===== src/rtl/wrpm_pkg.sv =====
`default_nettype none
package wrpm_pkg;

  // Sizes of the block.
  localparam int WHEEL_COUNT   = 4;
  localparam int CAPTURE_DEPTH = 16;

  // Field and register widths.
  localparam int WHEEL_W      = 2;
  localparam int WHEEL_IDX_W  = $clog2(WHEEL_COUNT);
  localparam int CAP_W        = 16;
  localparam int RPM_W        = 16;
  localparam int FREQ_W       = 32;
  localparam int LIMIT_W      = 8;
  localparam int IDLE_W       = 8;
  localparam int CNT_W        = $clog2(CAPTURE_DEPTH + 1);
  localparam int CFG_IDX_W    = 1;
  localparam int CFG_DATA_W   = 32;
  localparam int DIV_CNT_W    = $clog2(FREQ_W);

  // Speed scaling: 0.25 revolutions per capture interval times 60 seconds.
  localparam int RPM_FACTOR   = 15;
  localparam int RPM_MAX      = 65535;
  localparam int RPM_SAT_Q    = RPM_MAX / RPM_FACTOR;
  localparam int SAT_Q_W      = $clog2(RPM_SAT_Q + 1);

  // Configuration register indexes.
  localparam logic [CFG_IDX_W-1:0] CFG_TIMER_FREQ = 1'b0;
  localparam logic [CFG_IDX_W-1:0] CFG_REST_LIMIT = 1'b1;

  // Reset values of the configuration registers.
  localparam logic [FREQ_W-1:0]  TIMER_FREQ_RST = 32'd1000000;
  localparam logic [LIMIT_W-1:0] REST_LIMIT_RST = 8'd14;

  // Request kinds.
  localparam logic REQ_CAPTURE = 1'b0;
  localparam logic REQ_TICK    = 1'b1;

  typedef struct packed {
    logic             req_type;
    logic [WHEEL_W-1:0] wheel;
    logic [CAP_W-1:0]   capture_value;
  } in_req_t;

  typedef struct packed {
    logic [WHEEL_W-1:0] wheel_out;
    logic [RPM_W-1:0]   rpm;
    logic               at_rest;
    logic               updated;
  } out_res_t;

endpackage
`default_nettype wire


===== src/rtl/wheel_rpm_from_capture_period_unit.sv =====
`default_nettype none
// Per-wheel tachometer with stall timeout. Capture requests store a 16-bit
// timer timestamp for one of four wheels; each wheel keeps the newest two of
// up to sixteen captures, and a zero timestamp freezes the wheel until its
// record is next cleared. Capture requests produce no result. A tick
// request returns exactly one result. When the wheel holds two or more
// captures, the speed is 15 * floor(timer_freq / period), saturated to
// 65535, where the period is the 16-bit wrapped difference of the two
// stored timestamps; the quotient comes from a bit-serial restoring divider
// that retires one quotient bit per cycle; such a tick starts the divider,
// waits through its 32 steps, then scales and registers the speed. A tick
// without a division, and a tick with a zero period, delivers its result
// in the cycle after acceptance. Otherwise the
// idle counter advances, and once it has passed rest_limit the speed is
// forced to zero and at_rest is flagged. A result waits in the output
// register until taken; capture requests are still accepted meanwhile, but
// a tick waits until the output register is free. Configuration writes
// (timer_freq at index 0, rest_limit at index 1) should only be issued while
// no tick is in flight.
module wheel_rpm_from_capture_period_unit (
  input  wire logic                              clk,
  input  wire logic                              rst_n,
  input  wire logic                              in_valid,
  output logic                                   in_ready,
  input  wire wrpm_pkg::in_req_t                 in_data,
  output logic                                   out_valid,
  input  wire logic                              out_ready,
  output wrpm_pkg::out_res_t                     out_data,
  input  wire logic                              cfg_we,
  input  wire logic [wrpm_pkg::CFG_IDX_W-1:0]    cfg_index,
  input  wire logic [wrpm_pkg::CFG_DATA_W-1:0]   cfg_data
);

  // Sequencer: idle, or waiting for the divider of a tick request.
  typedef enum logic [1:0] {
    S_IDLE = 2'b01,
    S_DIV  = 2'b10
  } state_t;

  state_t                                 state_r;

  // Configuration registers.
  logic [wrpm_pkg::FREQ_W-1:0]            timer_freq_r;
  logic [wrpm_pkg::LIMIT_W-1:0]           rest_limit_r;

  // Per-wheel record.
  logic [wrpm_pkg::CNT_W-1:0]             capture_count_r [wrpm_pkg::WHEEL_COUNT];
  logic                                   capture_frozen_r [wrpm_pkg::WHEEL_COUNT];
  logic [wrpm_pkg::CAP_W-1:0]             last_capture_r [wrpm_pkg::WHEEL_COUNT];
  logic [wrpm_pkg::CAP_W-1:0]             previous_capture_r [wrpm_pkg::WHEEL_COUNT];
  logic [wrpm_pkg::IDLE_W-1:0]            idle_ticks_r [wrpm_pkg::WHEEL_COUNT];
  logic [wrpm_pkg::RPM_W-1:0]             held_rpm_r [wrpm_pkg::WHEEL_COUNT];

  // Output register and the wheel of the tick being divided.
  logic                                   out_valid_r;
  wrpm_pkg::out_res_t                     out_data_r;
  logic [wrpm_pkg::WHEEL_W-1:0]           div_wheel_r;

  // Selected wheel's record for the request at the input.
  logic [wrpm_pkg::WHEEL_IDX_W-1:0]       widx;
  logic [wrpm_pkg::WHEEL_IDX_W-1:0]       didx;
  logic                                   in_range;
  logic [wrpm_pkg::CNT_W-1:0]             cnt_sel;
  logic                                   frozen_sel;
  logic [wrpm_pkg::CAP_W-1:0]             period;
  logic [wrpm_pkg::IDLE_W-1:0]            idle_sel;
  logic                                   slot_free;
  logic                                   in_acc;
  logic                                   is_tick;
  logic                                   has_pair;
  logic                                   div_start;
  logic                                   out_set;

  // Divider interface and speed scaling.
  logic                                   div_done;
  logic [wrpm_pkg::FREQ_W-1:0]            div_quo;
  logic [wrpm_pkg::RPM_W-1:0]             rpm_scaled;

  always_comb begin
    widx       = in_data.wheel[wrpm_pkg::WHEEL_IDX_W-1:0];
    didx       = div_wheel_r[wrpm_pkg::WHEEL_IDX_W-1:0];
    in_range   = (int'(in_data.wheel) < wrpm_pkg::WHEEL_COUNT);
    cnt_sel    = capture_count_r[widx];
    frozen_sel = capture_frozen_r[widx];
    idle_sel   = idle_ticks_r[widx];
    period     = last_capture_r[widx] - previous_capture_r[widx];
    is_tick    = (in_data.req_type == wrpm_pkg::REQ_TICK);
    has_pair   = (cnt_sel >= wrpm_pkg::CNT_W'(2));
    slot_free  = !out_valid_r || out_ready;
    // Captures never produce a result, so only ticks wait for the output slot.
    in_ready   = (state_r == S_IDLE) && (!is_tick || slot_free);
    in_acc     = in_valid && in_ready;
    div_start  = in_acc && is_tick && in_range && has_pair && (period != '0);
    // A new result enters the output register in this cycle.
    out_set    = (in_acc && is_tick && !div_start) || ((state_r == S_DIV) && div_done);
  end

  // A quotient above 4369 saturates; below it, q * 15 = q * 16 - q fits in 16 bits.
  always_comb begin
    if (div_quo > wrpm_pkg::FREQ_W'(wrpm_pkg::RPM_SAT_Q)) begin
      rpm_scaled = wrpm_pkg::RPM_W'(wrpm_pkg::RPM_MAX);
    end else begin
      rpm_scaled = wrpm_pkg::RPM_W'({div_quo[wrpm_pkg::SAT_Q_W-1:0], 4'b0000}
                                    - {4'b0000, div_quo[wrpm_pkg::SAT_Q_W-1:0]});
    end
  end

  wrpm_div u_div (
    .clk      (clk),
    .rst_n    (rst_n),
    .start    (div_start),
    .dividend (timer_freq_r),
    .divisor  (period),
    .done     (div_done),
    .quotient (div_quo)
  );

  always_ff @(posedge clk) begin
    if (!rst_n) begin
      state_r      <= S_IDLE;
      out_valid_r  <= 1'b0;
      timer_freq_r <= wrpm_pkg::TIMER_FREQ_RST;
      rest_limit_r <= wrpm_pkg::REST_LIMIT_RST;
      for (int i = 0; i < wrpm_pkg::WHEEL_COUNT; i++) begin
        capture_count_r[i]    <= '0;
        capture_frozen_r[i]   <= 1'b0;
        last_capture_r[i]     <= '0;
        previous_capture_r[i] <= '0;
        idle_ticks_r[i]       <= '0;
        held_rpm_r[i]         <= '0;
      end
    end else begin
      if (cfg_we) begin
        case (cfg_index)
          wrpm_pkg::CFG_TIMER_FREQ: timer_freq_r <= cfg_data[wrpm_pkg::FREQ_W-1:0];
          wrpm_pkg::CFG_REST_LIMIT: rest_limit_r <= cfg_data[wrpm_pkg::LIMIT_W-1:0];
          default: ;
        endcase
      end

      if (out_valid_r && out_ready && !out_set) begin
        out_valid_r <= 1'b0;
      end

      case (state_r)
        S_IDLE: begin
          if (in_acc && !is_tick) begin
            // Capture request: store unless frozen, full or out of range; a zero stamp freezes the wheel.
            if (in_range && !frozen_sel) begin
              if (in_data.capture_value == '0) begin
                capture_frozen_r[widx] <= 1'b1;
              end else if (cnt_sel < wrpm_pkg::CNT_W'(wrpm_pkg::CAPTURE_DEPTH)) begin
                previous_capture_r[widx] <= last_capture_r[widx];
                last_capture_r[widx]     <= in_data.capture_value;
                capture_count_r[widx]    <= cnt_sel + 1'b1;
              end
            end
          end else if (in_acc) begin
            out_data_r.wheel_out <= in_data.wheel;
            div_wheel_r          <= in_data.wheel;
            if (!in_range) begin
              // A wheel that does not exist reports zero and touches nothing.
              out_data_r.rpm     <= '0;
              out_data_r.at_rest <= 1'b0;
              out_data_r.updated <= 1'b0;
              out_valid_r        <= 1'b1;
            end else if (has_pair) begin
              capture_count_r[widx]    <= '0;
              capture_frozen_r[widx]   <= 1'b0;
              last_capture_r[widx]     <= '0;
              previous_capture_r[widx] <= '0;
              idle_ticks_r[widx]       <= '0;
              out_data_r.at_rest       <= 1'b0;
              if (period == '0) begin
                // Equal timestamps read as the fastest speed.
                held_rpm_r[widx]   <= wrpm_pkg::RPM_W'(wrpm_pkg::RPM_MAX);
                out_data_r.rpm     <= wrpm_pkg::RPM_W'(wrpm_pkg::RPM_MAX);
                out_data_r.updated <= 1'b1;
                out_valid_r        <= 1'b1;
              end else begin
                state_r <= S_DIV;
              end
            end else if (idle_sel <= rest_limit_r) begin
              idle_ticks_r[widx] <= idle_sel + 1'b1;
              out_data_r.rpm     <= held_rpm_r[widx];
              out_data_r.at_rest <= 1'b0;
              out_data_r.updated <= 1'b0;
              out_valid_r        <= 1'b1;
            end else begin
              // Too many idle ticks: the wheel is declared at rest.
              held_rpm_r[widx]         <= '0;
              idle_ticks_r[widx]       <= '0;
              capture_count_r[widx]    <= '0;
              capture_frozen_r[widx]   <= 1'b0;
              last_capture_r[widx]     <= '0;
              previous_capture_r[widx] <= '0;
              out_data_r.rpm           <= '0;
              out_data_r.at_rest       <= 1'b1;
              out_data_r.updated       <= 1'b0;
              out_valid_r              <= 1'b1;
            end
          end
        end
        S_DIV: begin
          if (div_done) begin
            held_rpm_r[didx]   <= rpm_scaled;
            out_data_r.rpm     <= rpm_scaled;
            out_data_r.updated <= 1'b1;
            out_valid_r        <= 1'b1;
            state_r            <= S_IDLE;
          end
        end
        default: begin
          state_r <= S_IDLE;
        end
      endcase
    end
  end

  assign out_valid = out_valid_r;
  assign out_data  = out_data_r;

  // The sequencer is always in exactly one state.
  a_state_onehot: assert property (@(posedge clk) disable iff (!rst_n)
    $onehot(state_r))
    else $error("sequencer state is not one-hot");

  // A division finishes only while a tick is waiting for it.
  a_done_in_div: assert property (@(posedge clk) disable iff (!rst_n)
    div_done |-> (state_r == S_DIV))
    else $error("divider finished outside of a tick");

  // The output slot is empty whenever a divided tick completes.
  a_slot_free_at_done: assert property (@(posedge clk) disable iff (!rst_n)
    div_done |-> !out_valid_r)
    else $error("divided result would overwrite a pending result");

  // A forced stop reports zero speed and no fresh computation.
  a_rest_is_zero: assert property (@(posedge clk) disable iff (!rst_n)
    (out_valid_r && out_data_r.at_rest) |-> (out_data_r.rpm == '0 && !out_data_r.updated))
    else $error("at-rest result carries a speed");

  // No new request is taken while a division is running.
  a_no_accept_in_div: assert property (@(posedge clk) disable iff (!rst_n)
    (state_r == S_DIV) |-> !in_ready)
    else $error("request accepted during a division");

endmodule
`default_nettype wire


===== src/rtl/wrpm_div.sv =====
`default_nettype none
// Radix-2 restoring divider, one quotient bit per cycle.
module wrpm_div (
  input  wire logic                         clk,
  input  wire logic                         rst_n,
  input  wire logic                         start,
  input  wire logic [wrpm_pkg::FREQ_W-1:0]  dividend,
  input  wire logic [wrpm_pkg::CAP_W-1:0]   divisor,
  output logic                              done,
  output logic [wrpm_pkg::FREQ_W-1:0]       quotient
);

  logic                              busy_r;
  logic                              done_r;
  logic [wrpm_pkg::DIV_CNT_W-1:0]    cnt_r;
  logic [wrpm_pkg::CAP_W-1:0]        rem_r;
  logic [wrpm_pkg::CAP_W-1:0]        dsr_r;
  logic [wrpm_pkg::FREQ_W-1:0]       quo_r;

  logic [wrpm_pkg::CAP_W:0]          shifted;
  logic [wrpm_pkg::CAP_W:0]          diff;
  logic                              ge;

  // The partial remainder stays below the divisor, so the shifted value
  // is below twice the divisor and one subtract settles each bit.
  always_comb begin
    shifted = {rem_r, quo_r[wrpm_pkg::FREQ_W-1]};
    ge      = (shifted >= {1'b0, dsr_r});
    diff    = shifted - {1'b0, dsr_r};
  end

  always_ff @(posedge clk) begin
    if (!rst_n) begin
      busy_r <= 1'b0;
      done_r <= 1'b0;
      cnt_r  <= '0;
    end else begin
      done_r <= 1'b0;
      if (start) begin
        busy_r <= 1'b1;
        cnt_r  <= '0;
        rem_r  <= '0;
        dsr_r  <= divisor;
        quo_r  <= dividend;
      end else if (busy_r) begin
        rem_r <= ge ? diff[wrpm_pkg::CAP_W-1:0] : shifted[wrpm_pkg::CAP_W-1:0];
        quo_r <= {quo_r[wrpm_pkg::FREQ_W-2:0], ge};
        cnt_r <= cnt_r + 1'b1;
        if (cnt_r == wrpm_pkg::DIV_CNT_W'(wrpm_pkg::FREQ_W - 1)) begin
          busy_r <= 1'b0;
          done_r <= 1'b1;
        end
      end
    end
  end

  assign done     = done_r;
  assign quotient = quo_r;

endmodule
`default_nettype wire


===== config.mk =====
export PLATFORM = sky130hd
export DESIGN_NAME = wheel_rpm_from_capture_period_unit
export DESIGN_NICKNAME = d
export VERILOG_FILES = /design/src/rtl/wrpm_pkg.sv /design/src/rtl/wheel_rpm_from_capture_period_unit.sv /design/src/rtl/wrpm_div.sv
export SDC_FILE = /design/constraint.sdc
export NUM_CORES = 1
export LEC_CHECK = 0
export ABC_AREA = 1
export BUFFER_PORTS_ARGS = -buffer_cell sky130_fd_sc_hd__buf_2
export CORE_UTILIZATION = 48
export CTS_CLUSTER_SIZE = 10
export DETAILED_ROUTE_END_ITERATION = 10
export GPL_TIMING_DRIVEN = 0
export PLACE_DENSITY_LB_ADDON = 0.08
export SYNTH_ARGS = -nofsm -noshare
export SYNTH_HDL_FRONTEND = slang
export SYNTH_HIERARCHICAL = 1
export SYNTH_SLANG_ARGS = --single-unit
export TNS_END_PERCENT = 30

===== constraint.sdc =====
create_clock -name clk -period 8.5 [get_ports clk]
set_clock_uncertainty 0.1 [all_clocks]
set_input_delay 1.275 -clock clk [delete_from_list [all_inputs] [get_ports clk]]
set_output_delay 1.275 -clock clk [all_outputs]
set_load 0.1 [all_outputs]

==> flow_summary.yaml, run 1 <==
synth:
  synth_edf_count: 329
  yosysTopAreaCellShare_pct: 49.1
  yosysUniqueCellTypes: 48
  ys_top_cells_by_area: "edfxtp_1, nand2_1, inv_1"
  yosysTopAreaCell: "edfxtp_1"
  seq_area_frac_synth_pct: 54.4
  synthArstFlopShare_pct: 0
  synthTopCellsByCount: "nand2_1, inv_1, edfxtp_1"
  synth.net_count: 2474
  yosysMostFrequentCell: "nand2_1"
  synth_ff_type: "edfxtp_1"
  synth_warnings: 6
  ys_ff_latch: 382
  avgSynthCellArea_um2: 8.53
  synthCells: 2358
  syn_area_um2: 20100
detailed_routing:
  viasPerCell: 5.23
  drt_pre_antenna_iters: 9
  post_drt_wl_per_cell_um: 17.6
  drt-total-wl_um: 53700
  dr_total_vias: 15918
  ant_nets: 0
  drc_errors: 3
  first_iter_violations: 1232
critical_path:
  crit_required_ps: 8840
  crit_type: "input port to flip-flop"
  start_kind: "input port"
  cp_data_arrival_time_ps: 7860
  path_max_fanout: 10
  critPathMaxStageDelay_ps: 770
  startpoint: "in_data[17]"
  cp_common_cell: "nand2_1"
  r2r_start: "last_capture_r[3][0]"
  critPathSlowestCell: "buf_1"
  critPathCaptureType: "flip-flop"
sta:
  hold_viol: 0
  fmax_mhz: 133
  final.period_utilization_pct: 88.6
  whs_ps: 357
  rsz0062_at_grt: "no"
  layout_min_cycle_time_ps: 7530
  worstMarginPinSlew_ps: 1030
  maxSlewHeadroom_pct: 31.5
  finalSetupViolCount: 0
  maxSlewViolCount: 0
clocking:
  cts-root-buf: "clkbuf_16"
  clockBufferDepth: 3
  cts-htree-levels: 2
  numCtsBuffers: 45
  postCtsHoldBufs: 0
  cts_setup_buffers: 0
  post_cts_resized: 0
  clkLatencyLatePin_ps: 570
  clock_sinks: 382
  path_clk_slew_ps: 60
  tritoncts: "yes"
global_route:
  grt.overflow.total: 0
  grt_pass1_wl_um: 83400
  grt_util_met1_pct: 34.9
  grt_busiest_layer: "met2"
  grt_start_max_net_pins: 37
  grt_pass1_vias: 15336
  met3_usage_pct: 3.00
  antenna_found_initial: 1
  grtUsageMet2_pct: 43.3
  grtUsageTotal_pct: 25.8
layout:
  final_util_pct: 54.9
  antenna_cells: 0
  drive_gt1_share_pct: 9.32
  fin_nets: 2606
  fin_area_um2: 22600
  synthToLayoutAreaGrowth_pct: 12.2
floorplan:
  fp.dieH_um: 207
  core_area_um2: 41100
  io_pins: 79
  rows: 74
  die_x_um: 207
  dieArea_um2: 42700
  initial_core_util_pct: 48.9
power:
  irDropWorstVdd_v: 0.000156
  leakage_nw: 10.7
  p_per_area_nw_per_um2: 226
  total_power_mw: 5.11
placed_design:
  numPortBuffers: 78
  place_area_um2: 21300
  dp_hpwl_um: 39100
  place.gp.congestion: 0.896
worst_hold_path:
  hp-start: "timer_freq_r[19]"
  min_path_type: "flip-flop to flip-flop"
flow_run:
  drv_cap: 0
run_status:
  status: "complete, but fails checks"
  violations: "design-rule violations"
## worst paths after layout
check / endpoint / cells after the start / slack (ps)
max: u_div/quotient[23] / 32 / 970
min: timer_freq_r[19] / 2 / 360
min reg2reg: timer_freq_r[19] / 2 / 360
max reg2reg: u_div/quotient[23] / 25 / 3980
## metrics by stage
| stage | setup TNS [ps] | worst slack, ps | std cells |
|---|---|---|---|
| 2_1_floorplan | 0 | 2350 | 2358 |
| 3_3_place_gp | -30270 | -635 | 2968 |
| 3_5_place_dp | 0 | 390 | 2975 |
| 4_1_cts | 0 | 989 | 3044 |
| 5_1_grt | 0 | 508 | 3044 |
| 6_report | 0 | 973 | 3044 |
## power breakdown
| part | internal (mW) | switching [mW] |
|---|---|---|
| Combinational | 0.327 | 0.781 |
| Clock | 0.977 | 0.731 |
| Sequential | 2.23 | 0.0624 |
| Total | 3.54 | 1.57 |
## worst max-delay path, delay by kind of cell
family / cells / cell delay [ps]
compound gates: 2 / 350
simple gates: 14 / 1600
fa+ha+maj: 2 / 590
buf+inv: 14 / 4030
## sequential cells by signal (all words and copies together) (netlist names)
register / cells
out_data: 18
u_div/dsr_r: 16
held_rpm_r: 64
u_div/quotient: 32
state_r: 2
capture_frozen_r: 4
idle_ticks_r: 32
last_capture_r: 64
u_div/cnt_r: 5
out_valid: 1
u_div/rem_r: 16
previous_capture_r: 64
timer_freq_r: 32
rest_limit_r: 8
u_div/busy_r: 1
didx: 2
capture_count_r: 20
u_div/done: 1
## metal layers
metal  wire, um  vias to the layer above
met2      25700                      400
met4       1350                        0
met1      24100                     7564
met5          0                        -
met3       2580                       77
li1           -                     7877
## cells by family (layout without fill, tap and decap cells)
| kind of cell | after synthesis | in the layout | share of synthesized area, % |
|---|---|---|---|
| AO/OA/AOI/OAI | 275 | 275 | 7.97 |
| buffers and inverters | 464 | 618 | 9.25 |
| adder cells (fa/ha/maj) | 59 | 59 | 3.74 |
| XOR/XNOR | 17 | 17 | 0.740 |
| AND/OR/NAND/NOR | 1161 | 1161 | 23.9 |
| flip-flops | 382 | 382 | 54.4 |
## cell usage in the layout (no fill, tap or decap), types with 14 or more instances in the layout
master and instances:
clkbuf_1 59, a32oi_1 19, nand4_1 14, o22ai_1 18, xor2_1 16, edfxtp_1 329, buf_2 95, nor2_1 308
nand3_1 96, a21oi_1 84, a32o_1 15, nor2_2 16, nor3_1 16, ha_1 57, inv_1 370, nand2_1 651
o21ai_0 114, clkbuf_16 45, dfxtp_1 53, nand2_2 14
## final cells by class
class                   instances  area, um2
fillers                      3869      18500
flip-flops and latches        382      10900
plain buffers                  88        449
multi-input cells            1512       7330
well taps                     532        666
clock buffers                  65       1210
inverters                     376       1410
repair buffers                 85        528
clock inverters                 4       28.8
(Power assumes the default switching activity.)
==> run 2: changes to the inputs <==
Settings changed: MAX_ROUTING_LAYER from default to met4.
Clock period 8.5 ns to 6.7 ns, I/O delays scaled along.
==> run 2 against run 1 <==
Wire length barely moved. Worst setup slack got worse by 420 ps. The flow still finishes with violations (design-rule violations). Non-clock buffer count decreased by 3.
==> flow_summary.yaml, run 2 (same netlist as run 1, synthesis figures left out) <==
power:
  p_per_area_nw_per_um2: 291
  leakage_nw: 10.7
  total_power_mw: 6.58
  irDropWorstVdd_v: 0.000199
detailed_routing:
  drc_errors: 3
  dr_total_vias: 15901
  drt_pre_antenna_iters: 8
  first_iter_violations: 1229
  ant_nets: 0
  post_drt_wl_per_cell_um: 17.6
  viasPerCell: 5.23
  drt-total-wl_um: 53600
placed_design:
  post-place-cells: 2975
  place.gp.congestion: 0.901
  dp_hpwl_um: 39500
  place_area_um2: 21300
  place_worst_setup_slack_ps: -958
  numPortBuffers: 78
clocking:
  tritoncts: "yes"
  path_clk_slew_ps: 60
  cts_setup_buffers: 0
  cts-root-buf: "clkbuf_16"
  numCtsBuffers: 45
  clockBufferDepth: 3
  clock_sinks: 382
  cts-htree-levels: 2
  clkLatencyLatePin_ps: 580
  postCtsHoldBufs: 0
layout:
  seq_area_um2: 10900
  fillCellCount: 3829
  antenna_cells: 0
  top_regs: "held_rpm_r (64), last_capture_r (64), previous_capture_r (64)"
  fin_nets: 2603
  layoutNonFillerInstCount: 3040
  fin_area_um2: 22600
  mostFrequentLayoutCell: "nand2_1"
  drive_gt1_share_pct: 10.0
  synthToLayoutAreaGrowth_pct: 12.6
  multiInputGateArea_um2: 7330
  final_cell_mix: "nand2_1, inv_1, edfxtp_1, nor2_1, o21ai_0"
floorplan:
  dieArea_um2: 42700
  core_area_um2: 41100
  initial_core_util_pct: 48.9
  io_pins: 79
  rows: 74
  fp.dieH_um: 207
  die_x_um: 207
global_route:
  grt.overflow.total: 0
  antenna_found_initial: 2
  grt_start_max_net_pins: 40
  grtUsageTotal_pct: 26.3
  grt_pass1_wl_um: 82900
  grt_pass1_vias: 15240
sta:
  maxSlewViolCount: 0
  final.period_utilization_pct: 91.7
  setup_ws_ps: 554
  layout_min_cycle_time_ps: 6150
  worstMarginPinSlew_ps: 1030
  maxSlewHeadroom_pct: 31.2
  fmax_mhz: 163
  finalSetupViolCount: 0
  rsz0062_at_grt: "no"
  setup_tns_ps: 0
  hold_viol: 0
run_status:
  status: "complete, but fails checks"
  violations: "design-rule violations"
critical_path:
  critPathMaxStageDelay_ps: 620
  path_buf_inv: 8
  critPathSlowestCell: "nand2_1"
  crit_family: "buffers and inverters"
  path_max_fanout: 19
  cp_common_cell: "nand2_1"
  reg2regPathDepth: 21
  path_depth: 26
  r2r_slack_ps: 2400
  r2r_start: "last_capture_r[3][0]"
  start_kind: "input port"
  crit_type: "input port to flip-flop"
  endpoint: "held_rpm_r[0][2]"
  cp_data_arrival_time_ps: 6220
  critPathCaptureType: "flip-flop"
  r2r_end: "held_rpm_r[0][2]"
  crit_required_ps: 6780
  startpoint: "in_data[17]"
flow_run:
  drv_cap: 0
worst_hold_path:
  min_path_type: "flip-flop to flip-flop"
-- run 2: cell count changes in the layout (fill, tap and decap cells not counted) --
cell and change:
clkbuf_1 -15, clkbuf_2 +14, buf_1 -6, clkbuf_16 +2
clkbuf_8 +2, buf_12 +1, buf_16 -1, buf_2 -1
buf_6 +1, buf_8 -1, bufinv_16 +1, clkbuf_4 +1
inv_4 -1, inv_6 -1
-- run 2: metal layers --
metal | routed length [um] | GRT usage (%) | share of wire (%)
met3 | 2690 | 3.28 | 5.0
met1 | 23700 | 33.7 | 44
met5 | 0 | - | 0
met2 | 25800 | 43.6 | 48
met4 | 1400 | 8.37 | 2.6
-- run 2: timing repair --
action | 4_1_cts | 5_1_grt
endpoints found under the setup margin | 145 | 159
endpoints found under the hold margin | 0 | 0
gates resized for setup | 1 | 23
-- run 2: worst min path at each step --
stage | startpoint | to | slack, ps | depth (start not counted)
after global placement | timer_freq_r[19] | timer_freq_r[19] | 340 | 2
final | timer_freq_r[19] | timer_freq_r[19] | 360 | 2
after floorplan | timer_freq_r[14] | timer_freq_r[14] | 330 | 2
after detailed placement | timer_freq_r[18] | timer_freq_r[18] | 350 | 2
after global routing | timer_freq_r[9] | timer_freq_r[9] | 390 | 2
after CTS | timer_freq_r[19] | timer_freq_r[19] | 360 | 2
-- run 2: cell type report --
type	count	area share, %
Sequential cell	382	48.3
Multi-Input combinational cell	1512	32.4
Inverter	376	6.23
Clock buffer	65	5.63
Tap cell	532	2.94
Timing Repair Buffer	85	2.28
Buffer	85	2.02
Clock inverter	3	0.193
-- run 2: per-stage QoR --
step | util, % | hold WS [ps]
global placement | 51.5 | 344
global route | 55.1 | 386
finish | 55.1 | 358
detailed placement | 51.8 | 346
floorplan | - | 329
CTS | 55.0 | 360
-- run 2: worst reg2reg max path: stages, from the launching register on --
cell and delay, ps:
edfxtp_1 370, a21oi_1 150, a32o_1 230, ha_1 170, inv_1 60, fa_1 420, nand2_1 90, nand2_1 60
nand3_1 90, nand2_1 110, nand3_1 110, nand2_1 60, nand2_1 60, nand2_1 60, nor2_1 260, nand4_4 220
nand2_2 170, nand2_2 70, nand2_4 100, nand2_4 110, buf_2 220, nand2_1 620
-- run 2: where the power goes --
group,internal (mW),leakage (nW),switching [mW]
logic,0.414,6.35,0.987
clock network,1.34,0.641,0.931
registers,2.83,3.75,0.0809
total,4.58,10.7,2.00
==> run 3: changes to the inputs <==
Settings changed: CORE_MARGIN from default to 10, TNS_END_PERCENT 30 to default.
Clock period 6.7 ns to 5.2 ns, I/O delays scaled along.
==> run 3 against run 2 <==
The run now ends clean. Critical path depth increased by 3. Sequential share of layout area decreased by 0.40 points. First-iteration DRC count increased by 15%. Register-to-register slack got worse by 1100 ps. Global-route usage decreased by 4.1 points. Via count about the same. Non-clock buffer count unchanged. Clock power increased by 31%. Design area increased by 0.84%. Wire length increased by 2.1%. Sequential power increased by 29%. Largest cell class unchanged.
==> flow_summary.yaml, run 3 (same netlist as run 1, synthesis figures left out) <==
layout:
  fillCellCount: 3833
  multiInputGateArea_um2: 7410
  final_cell_mix: "nand2_1, inv_1, edfxtp_1, nor2_1, o21ai_0"
  synthToLayoutAreaGrowth_pct: 13.5
  layoutNonFillerInstCount: 3042
  mostFrequentLayoutCell: "nand2_1"
  seq_area_um2: 10900
  fin_nets: 2604
  fin_area_um2: 22800
  top_regs: "held_rpm_r (64), last_capture_r (64), previous_capture_r (64)"
  drive_gt1_share_pct: 10.6
  antenna_cells: 0
critical_path:
  path_buf_inv: 11
  cp_data_arrival_time_ps: 5110
  r2r_slack_ps: 1330
  cp_common_cell: "nand2_1"
  crit_required_ps: 5420
  reg2regPathDepth: 23
  start_kind: "input port"
  crit_type: "input port to flip-flop"
  critPathSlowestCell: "fa_1"
  critPathCaptureType: "flip-flop"
  critPathMaxStageDelay_ps: 430
  crit_family: "buffers and inverters"
  path_max_fanout: 19
  r2r_start: "last_capture_r[3][0]"
  r2r_end: "u_div/quotient[24]"
placed_design:
  dp_hpwl_um: 40000
  post-place-cells: 2974
  numPortBuffers: 78
  place.gp.congestion: 0.894
  place_area_um2: 21300
power:
  p_per_area_nw_per_um2: 375
  irDropWorstVdd_v: 0.000223
  leakage_nw: 10.8
  total_power_mw: 8.57
sta:
  maxSlewHeadroom_pct: 16.9
  fmax_mhz: 204
  setup_tns_ps: 0
  rsz0062_at_grt: "no"
  layout_min_cycle_time_ps: 4900
  maxSlewViolCount: 0
  worstMarginPinSlew_ps: 1250
  whs_ps: 334
  final.period_utilization_pct: 94.1
  hold_viol: 0
  finalSetupViolCount: 0
detailed_routing:
  viasPerCell: 5.23
  drt_pre_antenna_iters: 5
  dr_total_vias: 15908
  drc_errors: 0
  ant_nets: 0
  post_drt_wl_per_cell_um: 18.0
  drt-total-wl_um: 54800
  first_iter_violations: 1414
global_route:
  grt_pass1_wl_um: 85300
  grtUsageTotal_pct: 22.3
  grt.overflow.total: 0
  antenna_found_initial: 0
  grt_pass1_vias: 15760
  grt_start_max_net_pins: 33
clocking:
  postCtsHoldBufs: 0
  cts-root-buf: "clkbuf_16"
  tritoncts: "yes"
  clock_sinks: 382
  path_clk_slew_ps: 50
  numCtsBuffers: 45
  cts-htree-levels: 2
  clockBufferDepth: 3
  clkLatencyLatePin_ps: 570
worst_hold_path:
  worstHoldEndpoint: "didx[1]"
  min_path_type: "input port to flip-flop"
  hp-start: "in_data[17]"
  min_path_cells: 1
floorplan:
  fp.dieH_um: 225
  die_x_um: 225
  io_pins: 79
  rows: 74
  initial_core_util_pct: 48.9
  core_area_um2: 41100
  dieArea_um2: 50500
run_status:
  status: "complete, no violations"
flow_run:
  drv_cap: 0
-- run 3: area by class of cell --
cell class,count,area share [%]
flip-flops and latches,382,47.9
inverters,376,6.22
well taps,532,2.92
clock buffers,65,5.54
repair buffers,88,2.38
plain buffers,82,2.27
multi-input cells,1513,32.4
clock inverters,4,0.318
-- run 3: power by group --
part	switching, mW	internal (mW)	total (mW)	leakage [nW]
clock	1.21	1.76	2.97	0.647
sequential	0.105	3.65	3.75	3.75
combinational	1.30	0.551	1.85	6.39
total	2.61	5.96	8.57	10.8
-- run 3: per-stage QoR --
step,utilization [%],setup WS [ps]
6_report,55.5,304
5_1_grt,55.5,4.52
4_1_cts,55.5,8.07
3_5_place_dp,51.8,-2340
3_3_place_gp,51.5,-2420
2_1_floorplan,-,21.8
-- run 3: how the worst max path moves through the flow --
stage	startpoint	endpoint	slack, ps	cells after the start
detailed placement	in_data[17]	u_div/quotient[27]	-2340	30
global route	in_data[17]	u_div/quotient[24]	5	29
CTS	in_data[17]	u_div/quotient[12]	8	30
global placement	in_data[17]	out_data[15]	-2420	25
floorplan	in_data[17]	out_data[0]	20	24
finish	in_data[17]	u_div/quotient[24]	300	29
-- run 3: repair_timing --
item                                    CTS  global route
endpoints found under the setup margin  267           176
pin swaps                                 1             0
resized for setup                        53            18
gates cloned                              1             0
setup buffers                             4             0
-- run 3: worst register-to-register path, stage by stage, from the launching register on --
cell        delay [ps]
edfxtp_1           350
a21oi_1            150
a32o_1             210
ha_1               170
inv_1               60
fa_1               430
nand2_1            100
nand2_1             60
nand3_1            100
nand2_1            120
nand3_1            110
nand2_1             60
nand2_1             60
nand2_1             80
nor2_2             210
nand3_1            190
nand2_1            150
inv_1               80
nand2_1            110
clkinvlp_4         130
buf_4              180
buf_1              220
nand2_1            140
nand2_1             60
-- run 3: metal layers --
metal  part of all wire, %  global-route usage [%]  wire (um)  up-vias
met5                     0                       -          0        -
met4                   3.0                    8.07       1630        0
met3                   4.8                    2.71       2640       93
met2                    49                    37.0      26600      398
met1                    44                    27.6      23900     7524
li1                      -                       -          -     7893
